[config.mk]
export PLATFORM = sky130hd
export DESIGN_NAME = slice_reorder_buffer_top
export DESIGN_NICKNAME = d
export VERILOG_FILES = /design/src/hw/rtl/srb_pkg.sv /design/src/hw/rtl/srb_cell.sv /design/src/hw/rtl/srb_chain.sv /design/src/hw/rtl/slice_reorder_buffer_top.sv
export SDC_FILE = /design/constraint.sdc
export NUM_CORES = 2
export LEC_CHECK = 0
export BUFFER_PORTS_ARGS = -buffer_cell sky130_fd_sc_hd__clkbuf_2
export CAP_MARGIN = 15
export CORE_ASPECT_RATIO = 2
export CORE_MARGIN = 1
export CORE_UTILIZATION = 40
export CTS_CLUSTER_SIZE = 40
export DETAILED_ROUTE_END_ITERATION = 12
export PLACE_DENSITY = 0.52
export SLEW_MARGIN = 20
export SYNTH_ARGS = -nofsm -noshare
export SYNTH_HDL_FRONTEND = slang
export SYNTH_SLANG_ARGS = --single-unit
[constraint.sdc]
create_clock -name i_clk -period 14.2 [get_ports i_clk]
set_clock_uncertainty 0.1 [all_clocks]
set_input_delay 2.84 -clock i_clk [delete_from_list [all_inputs] [get_ports i_clk]]
set_output_delay 2.84 -clock i_clk [all_outputs]
set_load 0.03 [all_outputs]
[src/hw/rtl/srb_pkg.sv]
// Package for the slice reorder buffer: sizes, item codes, the entry,
// result and chain-control types and the sequencer states. No dependencies.
package srb_pkg;

    localparam int PENDING_DEPTH = 16;
    localparam int MB_W          = 16;
    localparam int EXP_W         = MB_W + 1;
    localparam int FRAME_W       = 8;
    localparam int TAG_W         = 8;

    // input item command codes
    typedef enum logic {
        CMD_FRAME = 1'b0,
        CMD_SLICE = 1'b1
    } t_cmd;

    // one pending slice
    typedef struct packed {
        logic [MB_W-1:0]    start_mb;
        logic [MB_W-1:0]    end_mb;
        logic [FRAME_W-1:0] frame_index;
        logic [TAG_W-1:0]   payload_tag;
    } t_entry;

    // one result item
    typedef struct packed {
        logic [TAG_W-1:0]   tag;
        logic [FRAME_W-1:0] frame_index;
        logic               dropped;
    } t_result;

    // control from the sequencer to the row of cells
    typedef struct packed {
        logic   clear;
        logic   ins;
        logic   pop;
        t_entry entry;
    } t_ctrl;

    typedef enum logic {
        ST_IDLE,
        ST_RELEASE
    } t_state;

endpackage

[src/hw/rtl/srb_cell.sv]
// One cell of the sorted pending row: holds one entry and its valid bit.
// Depends on srb_pkg.
module srb_cell (
    input  logic           i_clk,
    input  logic           i_rst_n,
    input  srb_pkg::t_ctrl i_ctrl,
    input  logic           i_prev_valid,
    input  logic           i_prev_after,
    input  logic           i_next_valid,
    input  srb_pkg::t_entry i_next_entry,
    output logic           o_valid,
    output logic           o_after,
    output srb_pkg::t_entry o_entry
);
    import srb_pkg::*;

    logic   r_valid;
    t_entry r_entry;
    logic   ins_here;
    logic   shift_here;

    // new entry sorts after this one (equal keys stay ahead of the new one)
    assign o_after    = r_valid && (r_entry.start_mb <= i_ctrl.entry.start_mb);
    assign ins_here   = i_prev_after && !o_after;
    assign shift_here = i_prev_valid && !i_prev_after;

    always_ff @(posedge i_clk) begin
        if (!i_rst_n) begin
            r_valid <= 1'b0;
        end else if (i_ctrl.clear) begin
            r_valid <= 1'b0;
        end else if (i_ctrl.pop) begin
            r_valid <= i_next_valid;
        end else if (i_ctrl.ins && (ins_here || shift_here)) begin
            r_valid <= 1'b1;
        end
    end

    always_ff @(posedge i_clk) begin
        if (i_ctrl.pop) begin
            r_entry <= i_next_entry;
        end else if (i_ctrl.ins && ins_here) begin
            r_entry <= i_ctrl.entry;
        end else if (i_ctrl.ins && shift_here) begin
            // take the left neighbor's entry to open the slot
            r_entry <= i_next_entry;
        end
    end

    assign o_valid = r_valid;
    assign o_entry = r_entry;

endmodule

[src/hw/rtl/srb_chain.sv]
// Row of pending cells kept sorted by first macroblock; head is cell 0.
// Depends on srb_pkg and srb_cell.
module srb_chain (
    input  logic            i_clk,
    input  logic            i_rst_n,
    input  srb_pkg::t_ctrl  i_ctrl,
    output logic            o_head_valid,
    output srb_pkg::t_entry o_head,
    output logic            o_full
);
    import srb_pkg::*;

    logic   valid [PENDING_DEPTH];
    logic   after [PENDING_DEPTH];
    t_entry entry [PENDING_DEPTH];
    t_entry shift_src [PENDING_DEPTH];

    genvar g;
    generate
        for (g = 0; g < PENDING_DEPTH; g++) begin : g_cell
            logic   prev_valid;
            logic   prev_after;
            logic   next_valid;
            t_entry next_entry;
            t_entry cell_in;

            if (g == 0) begin : g_head
                assign prev_valid = 1'b0;
                assign prev_after = 1'b1;
                assign shift_src[g] = '0;
            end else begin : g_body
                assign prev_valid = valid[g-1];
                assign prev_after = after[g-1];
                assign shift_src[g] = entry[g-1];
            end

            if (g == PENDING_DEPTH - 1) begin : g_tail
                assign next_valid = 1'b0;
                assign next_entry = '0;
            end else begin : g_mid
                assign next_valid = valid[g+1];
                assign next_entry = entry[g+1];
            end

            // pop takes the right neighbor; an insert shift takes the left one
            assign cell_in = i_ctrl.pop ? next_entry : shift_src[g];

            srb_cell u_cell (
                .i_clk        (i_clk),
                .i_rst_n      (i_rst_n),
                .i_ctrl       (i_ctrl),
                .i_prev_valid (prev_valid),
                .i_prev_after (prev_after),
                .i_next_valid (next_valid),
                .i_next_entry (cell_in),
                .o_valid      (valid[g]),
                .o_after      (after[g]),
                .o_entry      (entry[g])
            );
        end
    endgenerate

    assign o_head_valid = valid[0];
    assign o_head       = entry[0];
    assign o_full       = valid[PENDING_DEPTH-1];

endmodule

[src/hw/rtl/slice_reorder_buffer_top.sv]
// Top level of the slice reorder buffer: sequencer, held result, output
// register and the row of pending cells. Depends on srb_pkg and srb_chain.
//
//  channel | valid   | stall   | payload
//  --------+---------+---------+---------------------------------------------
//  input   | i_valid | o_stall | i_command, i_start_mb, i_end_mb,
//          |         |         | i_frame_index, i_payload_tag
//  output  | o_valid | i_stall | o_out_tag, o_out_frame_index, o_dropped,
//          |         |         | o_last_of_run
//
// A start-of-frame item is taken in the idle state. A slice item is accepted
// there (match, drop or sorted insert into the cell row); the release state
// then gives out its results, walking the head cell of the row while it
// matches the expected macroblock, and is entered even when nothing is
// released.
// One item is worked on at a time; o_stall is high for the whole run.
// Output stalls hold the run; the last result may still wait in the output
// register while the next item is accepted.
// Reset (synchronous, active low) empties the row and sets the expected
// macroblock to zero; no clearing pass is needed.
module slice_reorder_buffer_top (
    input  logic                          i_clk,
    input  logic                          i_rst_n,
    // input channel
    input  logic                          i_valid,
    output logic                          o_stall,
    input  logic                          i_command,
    input  logic [srb_pkg::MB_W-1:0]      i_start_mb,
    input  logic [srb_pkg::MB_W-1:0]      i_end_mb,
    input  logic [srb_pkg::FRAME_W-1:0]   i_frame_index,
    input  logic [srb_pkg::TAG_W-1:0]     i_payload_tag,
    // output channel
    output logic                          o_valid,
    input  logic                          i_stall,
    output logic [srb_pkg::TAG_W-1:0]     o_out_tag,
    output logic [srb_pkg::FRAME_W-1:0]   o_out_frame_index,
    output logic                          o_dropped,
    output logic                          o_last_of_run
);
    import srb_pkg::*;

    // sequencer state
    t_state            r_state,       n_state;
    logic [EXP_W-1:0]  r_expected_mb, n_expected_mb;
    // result held until we know whether another one follows it
    logic              r_hold_valid,  n_hold_valid;
    t_result           r_hold,        n_hold;
    // output register
    logic              r_out_valid,   n_out_valid;
    t_result           r_out,         n_out;
    logic              r_out_last,    n_out_last;

    t_ctrl             chain_ctrl;
    logic              head_valid;
    t_entry            head;
    logic              full;

    logic              in_acc;
    logic              out_free;
    logic              head_match;
    logic              slice_match;
    logic              load_out;

    assign in_acc      = i_valid && !o_stall;
    assign out_free    = !r_out_valid || !i_stall;
    assign head_match  = head_valid && ({1'b0, head.start_mb} == r_expected_mb);
    assign slice_match = ({1'b0, i_start_mb} == r_expected_mb);

    // pending row
    srb_chain u_chain (
        .i_clk        (i_clk),
        .i_rst_n      (i_rst_n),
        .i_ctrl       (chain_ctrl),
        .o_head_valid (head_valid),
        .o_head       (head),
        .o_full       (full)
    );

    // next state
    always_comb begin
        n_state = r_state;
        case (r_state)
            ST_IDLE: begin
                if (in_acc && (i_command == CMD_SLICE)) begin
                    n_state = ST_RELEASE;
                end
            end
            ST_RELEASE: begin
                // leave once the head no longer matches and nothing is held back
                if (!head_match && (!r_hold_valid || out_free)) begin
                    n_state = ST_IDLE;
                end
            end
            default: n_state = ST_IDLE;
        endcase
    end

    // datapath and row control
    always_comb begin
        n_expected_mb    = r_expected_mb;
        n_hold_valid     = r_hold_valid;
        n_hold           = r_hold;
        load_out         = 1'b0;
        n_out            = r_out;
        n_out_last       = r_out_last;
        chain_ctrl.clear = 1'b0;
        chain_ctrl.ins   = 1'b0;
        chain_ctrl.pop   = 1'b0;
        chain_ctrl.entry = '{start_mb: i_start_mb, end_mb: i_end_mb,
                             frame_index: i_frame_index, payload_tag: i_payload_tag};
        case (r_state)
            ST_IDLE: begin
                if (in_acc) begin
                    if (i_command == CMD_FRAME) begin
                        // drop everything pending, expect macroblock zero
                        chain_ctrl.clear = 1'b1;
                        n_expected_mb    = '0;
                    end else if (slice_match) begin
                        n_hold_valid  = 1'b1;
                        n_hold        = '{tag: i_payload_tag, frame_index: i_frame_index,
                                          dropped: 1'b0};
                        n_expected_mb = {1'b0, i_end_mb} + EXP_W'(1);
                    end else if (full) begin
                        n_hold_valid = 1'b1;
                        n_hold       = '{tag: i_payload_tag, frame_index: i_frame_index,
                                         dropped: 1'b1};
                    end else begin
                        chain_ctrl.ins = 1'b1;
                        n_hold_valid   = 1'b0;
                    end
                end
            end
            ST_RELEASE: begin
                if (r_hold_valid && out_free) begin
                    // release the held result; it ends the run unless the head matches
                    load_out     = 1'b1;
                    n_out        = r_hold;
                    n_out_last   = !head_match;
                    n_hold_valid = 1'b0;
                end
                if (head_match && (!r_hold_valid || out_free)) begin
                    // advance past the head entry
                    chain_ctrl.pop = 1'b1;
                    n_hold_valid   = 1'b1;
                    n_hold         = '{tag: head.payload_tag, frame_index: head.frame_index,
                                       dropped: 1'b0};
                    n_expected_mb  = {1'b0, head.end_mb} + EXP_W'(1);
                end
            end
            default: ;
        endcase
        if (load_out) begin
            n_out_valid = 1'b1;
        end else if (!i_stall) begin
            n_out_valid = 1'b0;
        end else begin
            n_out_valid = r_out_valid;
        end
    end

    always_ff @(posedge i_clk) begin
        if (!i_rst_n) begin
            r_state       <= ST_IDLE;
            r_expected_mb <= '0;
            r_hold_valid  <= 1'b0;
            r_out_valid   <= 1'b0;
        end else begin
            r_state       <= n_state;
            r_expected_mb <= n_expected_mb;
            r_hold_valid  <= n_hold_valid;
            r_out_valid   <= n_out_valid;
        end
    end

    always_ff @(posedge i_clk) begin
        r_hold <= n_hold;
        if (load_out) begin
            r_out      <= n_out;
            r_out_last <= n_out_last;
        end
    end

    assign o_stall           = (r_state != ST_IDLE);
    assign o_valid           = r_out_valid;
    assign o_out_tag         = r_out.tag;
    assign o_out_frame_index = r_out.frame_index;
    assign o_dropped         = r_out.dropped;
    assign o_last_of_run     = r_out_last;

    // a pop never runs on an empty row, an insert never on a full one
    a_pop_nonempty: assert property (@(posedge i_clk) disable iff (!i_rst_n)
        chain_ctrl.pop |-> head_valid)
        else $error("pop on empty pending row");

    a_ins_not_full: assert property (@(posedge i_clk) disable iff (!i_rst_n)
        chain_ctrl.ins |-> !full)
        else $error("insert into full pending row");

    // start of frame leaves the row empty
    a_frame_clears: assert property (@(posedge i_clk) disable iff (!i_rst_n)
        (in_acc && (i_command == CMD_FRAME)) |=> !head_valid)
        else $error("row not empty after start of frame");

    // nothing is left held back once the run is over
    a_idle_no_hold: assert property (@(posedge i_clk) disable iff (!i_rst_n)
        (r_state == ST_IDLE) |-> !r_hold_valid)
        else $error("result held while idle");

endmodule
Word-level counts from Yosys, hierarchy flattened --
Index checks and enable logic that the tools add are counted.
Storage, ports and cells: register bits after elaboration 839
Cells by class: eq/ne operators 9, $lt $le $gt $ge 16, bitwise gates (word level) 2, reduce and logical (&&, ||, !) cells 172, add/sub/neg operators 2, multiplexer cells 125
Operators with widths (number):
- 48-bit two-way mux | 62
- 16-bit less-or-equal comparator | 16
- 17-bit two-way mux | 9
- 1-bit logical AND | 98
- 17-bit one-hot mux with 2 select lines | 2
- 1-bit two-way mux | 48
- 3-bit nonzero test | 15
- 16-bit by 1-bit adder with 17-bit output, second input constant | 2
- 16-bit by 17-bit == test with 1-bit output | 2
- 2-bit nonzero test | 15
- 1-bit logical NOT | 21
- 1-bit logical OR | 17
- 3-bit AND reduction | 3
- 2-bit two-way mux | 2
- 2-bit by 1-bit inequality test with 1-bit output, second input constant | 2
- 2-bit inequality test, second input constant | 2
- 1-bit one-hot mux with 2 select lines | 2
- 4-bit AND reduction | 1
- 3-bit by 1-bit inequality test with 1-bit output, second input constant | 1
- 3-bit by 2-bit inequality test with 1-bit output, second input constant | 1
- 3-bit inequality test, second input constant | 1
- 3-bit OR reduction | 1
- 1-bit inverter | 2
- 2-bit OR reduction | 1

Depth between registers and ports, before layout --
word-level depth 10, depth in mapped cells 13, mapped depth without buffers 9

Hierarchy --
Synthesis repeated with hierarchy kept, for this count alone.
Second synthesis, totals: cell total of the unflattened synthesis 3964, area, all modules 54503.5 um^2
Modules (own cells, without submodules):
- srb_cell at u_chain.g_cell[0].u_cell ... | area an instance 2655.0 um^2, times used 9, cells each 175, seq. area each 1461.4 um^2
- srb_cell at u_chain.g_cell[3].u_cell ... | area an instance 2646.3 um^2, times used 7, cells each 177, seq. area each 1461.4 um^2
- srb_chain | area an instance 8938.6 um^2, times used 1, cells each 855, seq. area each 0.0 um^2
- slice_reorder_buffer_top | area an instance 3145.5 um^2, times used 1, cells each 295, seq. area each 1451.4 um^2

Worst setup path before layout --
Ideal clock, no wire load.
path type input to register, start point in i_start_mb[1] (netlist name), end point reg u_chain.g_cell[1].u_cell.r_entry (netlist bit u_chain.g_cell[1].u_cell.o_entry[0]) (enable), arrival 8317 ps, slack 5264 ps, setup time 520 ps, data required time 13580 ps, stages 11, path buffers 3, cell sequence buf_2 inv_1 ha_1 nor2b_1 o211ai_1 a2111o_1 a41oi_1 buf_2 buf_1 nor3_1 o21ai_0
Between the ends: longest elaborated chain between the ends 7, elaborated cells on any way between the ends 16
RTL lines:
- from (decl) | RTL line slice_reorder_buffer_top.sv:28 | input logic [srb_pkg::MB_W-1:0] i_start_mb,
- parallel branches: the longest is 6 deep, another holds 16-bit less-or-equal comparator
- 3-bit nonzero test (no line) *
- to (signal assigned) | RTL line srb_cell.sv:41 | r_entry <= i_next_entry;
- to (signal assigned) | RTL line srb_cell.sv:43 | r_entry <= i_ctrl.entry;
- to (signal assigned) | RTL line srb_cell.sv:46 | r_entry <= i_next_entry;
- to (decl) | RTL line srb_cell.sv:18 | t_entry r_entry;
Every way passes the cells marked *. A chain may end at the register's enable or synchronous reset.

Worst setup path after layout --
start point in i_command, end point reg u_chain.g_cell[2].u_cell.r_entry (netlist bit u_chain.g_cell[2].u_cell.o_entry[5]) (data pin)
Between the ends: longest elaborated chain between the ends 6
RTL lines:
- from (decl) | RTL line slice_reorder_buffer_top.sv:27 | input logic i_command,
- 1-bit two-way mux | RTL line slice_reorder_buffer_top.sv:114 | if (i_command == CMD_FRAME) begin
- 2-bit two-way mux | RTL line slice_reorder_buffer_top.sv:113 | if (in_acc) begin
- 2-bit two-way mux | RTL line slice_reorder_buffer_top.sv:111 | case (r_state)
- 1-bit logical AND | RTL line srb_cell.sv:42 | end else if (i_ctrl.ins && ins_here) begin
- 48-bit two-way mux | RTL line srb_cell.sv:42
- 48-bit two-way mux | RTL line srb_cell.sv:40 | if (i_ctrl.pop) begin
- to (signal assigned) | RTL line srb_cell.sv:41
- to (signal assigned) | RTL line srb_cell.sv:43
- to (signal assigned) | RTL line srb_cell.sv:46
- to (decl) | RTL line srb_cell.sv:18
Every way passes these cells.

==> flow_results.org <==
** Hold path
- Hold/Removal Path Class :: register to register
- Worst Hold Launch :: r_hold[7]

** Setup path
- For the worst setup path, the data arrival time is 7.49 ns.
- The critical path starts at i_command.
- Reg-to-Reg Start :: o_stall
- Setup crit start kind :: primary input
- Crit path required time :: 14.52 ns
- Of all nets on the critical path, the largest fanout is 46.
- Worst Path Class, Setup :: primary input to register
- STA classifies the critical path endpoint as a register.

** Synth
- Synth async-reset ratio :: 0%
- Syn_area_per_cell :: 10.7 um2
- Main combinational cell family by area after synthesis :: compound AO/OA/AOI/OAI gates
- After synthesis, the cell types taking the most area are sky130_fd_sc_hd__edfxtp_1, sky130_fd_sc_hd__a221o_1, sky130_fd_sc_hd__ha_1.
- Counting every net in the synthesized netlist gives 4606.
- The synthesized netlist devotes 1.14% of its cell area to XOR and XNOR gates.
- The synthesized design contains 803 enable-type register cells.
- Cells after Synth :: 4311
- After synthesis the cells add up to 46200 um2.
- Most common cell in the netlist :: sky130_fd_sc_hd__edfxtp_1
- Of the total synthesized cell area, the portion taken by full adders, half adders and majority gates is 6.55%.
- Largest area contributor in the netlist :: sky130_fd_sc_hd__edfxtp_1
- Flop and latch count out of synthesis :: 839
- In this run the biggest area consumer among cell types represents 52.2% of the synthesized area.
- Most used flip-flop cell after synthesis :: sky130_fd_sc_hd__edfxtp_1
- Post-synthesis simple-gate area fraction :: 11.7%
- The synthesized netlist contains 62 unique library cells.
- For this run, the number of Yosys warnings is 0.
- Multiplexer area fraction after synthesis :: 2.49%
- After synthesis, flip-flops and latches occupy 53.7% of the total area.
- By count the netlist is led by sky130_fd_sc_hd__edfxtp_1, sky130_fd_sc_hd__nor2_1, sky130_fd_sc_hd__a221o_1.
- Complex-gate fraction of the synthesized area :: 20.7%

** Cells and area
- Summing all multi-input logic gate instances after layout gives 20000 um2.
- Share of post-route cells with drive strength above 1 :: 8.12%
- After routing the design area is 50400 um2.
- Fill cells in the final layout number 10.7k.
- The sequential cells in the finished layout cover a total of 24800 um2.
- Synth-to-layout area growth :: 9.11%
- After the last flow step, the layout net total stands at 4465.
- Util after Layout :: 43.9%

** Clock network
- Buffers added to address setup during post-CTS repair amount to 0.
- Post-CTS Resized :: 0
- The number of clock buffers added by TritonCTS is 82.
- Hold buffers post-CTS :: 0
- The clock tree synthesis step divided the H-tree into 3 levels.
- Number of buffers on the longest clock path :: 3
- The tree built by TritonCTS fans out to 839 sinks.
- Clock insertion delay at the later pin of the skew report :: 0.72 ns
- After clock tree synthesis, the clock-pin slew on the worst setup and hold paths is 0.07 ns.
- TritonCTS built the clock tree.
- Root buffer selected by CTS :: sky130_fd_sc_hd__clkbuf_16

** Place
- Port Buf Inserts :: 72
- The congestion estimate from routability-driven global placement came to 0.941.
- Half-perimeter wire length after placement :: 117000 um
- In this run the cell area measured after placement is 47800 um2.

** Die
- Core Region :: 115000 um2
- 73 I/O pins were placed.
- Floorplan die height :: 483 um
- The die is 242 um wide.
- In this run the core area contains 176 standard-cell rows.
- The die covers 117000 um2.
- Starting density of the core :: 40.3%

** Routing
- Wire segments on met2 add up to 93900 um in the final route.
- DRC viols :: 0
- In the final routed layout, each cell accounts on average for 32.5 um.
- Using the TritonRoute via totals, the vias-per-cell ratio works out to 6.62.
- The routed design has 187000 um of wire.
- Number of routed nets with antenna violations :: 0
- After the first detailed-routing iteration, the DRC count stood at 4252.
- The first TritonRoute pass finished after 7 iterations.
- Highest layer used for signal routing :: met5
- Met1 Wirelength :: 65400 um
- Overall via count from detail_route :: 38.1k
- In the detailed route, the total length drawn on met3 is 12100 um.

** Run status
- The run finished with clean final reports.

** Power and ir drop
- In this run the power density over the cells is 105 nW/um2.
- Leakage power total :: 17.5 nW
- Across the VDD grid, the largest voltage drop is 0.000109 V.

** Global route
- Global Route Usage Sum :: 31.5%
- Largest net degree at the start of global routing :: 154
- Global-route wire length before repair :: 267000 um
- Initial antenna violation count :: 9
- Global route total overflow :: 0
- The number of global-route vias before repair is 37.3k.

** STA
- Derived from the worst setup path, the maximum achievable clock frequency is 0.139 GHz.
- Setup violations remaining at the end of the flow were counted as 0.
- The clock period could shrink to 7.17 ns.
- Headroom to the max-slew limit came out at 22.4%.
- The final hold violation count was 0.
- Setup repair after global routing left no endpoint under its margin.
- The max-slew violation count is 0.
- Adding up every negative setup slack in the final design gives 0 ns.
- Measured slew at the worst slew-check pin :: 1.16 ns
- In the finished design, the share of the clock period the worst path needs comes to 50.5%.
- Worst hold slack :: 0.326 ns

** Job
- Max-Cap Viols :: 0
==> cell families after synthesis <==
group,count (synthesis)
AO/OA/AOI/OAI,1374
AND/OR/NAND/NOR,1274
flip-flops,839
buffers and inverters,409
adder cells (fa/ha/maj),242
multiplexers,113
XOR/XNOR,60
==> sequential cells by signal, summed over array words and instances (netlist names) <==
name	flops
o_valid	1
u_chain.g_cell.u_cell.o_valid	16
o_out_tag	8
o_dropped	1
u_chain.g_cell.u_cell.o_entry	768
r_expected_mb	17
r_hold	17
o_stall	1
o_last_of_run	1
r_hold_valid	1
o_out_frame_index	8
==> where the power goes <==
group          leakage [nW]  internal, mW  switching (mW)
combinational          8.65        0.0753           0.210
clock                  1.28          1.20            1.09
sequential             7.53          2.69          0.0162
total                  17.5          3.96            1.31
==> cell usage in the layout, fill, tap and decap left out, drive strengths merged, types with 26 or more instances in the layout <==
cell type	Yosys	layout
xnor2	28	28
clkbuf	234	179
a21o	62	62
inv	44	49
edfxtp	803	803
xor2	32	32
nand2	349	349
a221o	372	372
nor2	655	655
nand4	76	76
o21ai	300	300
mux2i	97	97
clkinv	0	28
o21a	26	26
dfxtp	36	36
nand3	101	101
a21oi	341	341
buf	131	68
ha	242	242
a31oi	153	153
==> path summary, 6_finish.rpt <==
path	cells after the start	slack (ns)	end
max	9	7.03	u_chain.g_cell[2].u_cell.o_entry[5]
max reg2reg	9	8.83	u_chain.g_cell[2].u_cell.o_entry[5]
min	0	0.33	o_out_frame_index[6]
min reg2reg	0	0.33	o_out_frame_index[6]
==> layer usage <==
| metal | up-vias | GRT usage [%] |
|---|---|---|
| li1 | 16331 | - |
| met1 | 19130 | 34.6 |
| met2 | 1982 | 55.4 |
| met3 | 627 | 4.06 |
| met4 | 4 | 23.6 |
| met5 | - | 0 |
==> stage by stage <==
step	std cells	worst slack, ns	power, mW
after floorplan	4311	5.26	2.92
after detailed placement	5599	6.40	3.04
after CTS	5748	7.16	5.29
after global routing	5752	6.92	5.39
final	5752	7.03	5.28
after global placement	5599	6.47	3.04
==> critical path, cell delays in order <==
cell and delay, ns:
sky130_fd_sc_hd__clkbuf_2 0.30, sky130_fd_sc_hd__nor2b_1 0.78, sky130_fd_sc_hd__and3b_1 0.33, sky130_fd_sc_hd__o21a_4 0.70, sky130_fd_sc_hd__buf_4 0.69, sky130_fd_sc_hd__and4b_4 0.54
sky130_fd_sc_hd__buf_4 0.81, sky130_fd_sc_hd__mux2i_1 0.27, sky130_fd_sc_hd__a21oi_1 0.10
==> final cells by class <==
class	count	share of cell area, %
Antenna cell	4	0.0199
Clock buffer	107	4.38
Clock inverter	42	0.811
Inverter	44	0.328
Multi-Input combinational cell	3063	39.6
Sequential cell	839	49.3
Tap cell	1513	3.75
Timing Repair Buffer	140	1.81
No activity file was read; power rests on OpenSTA's default activity.
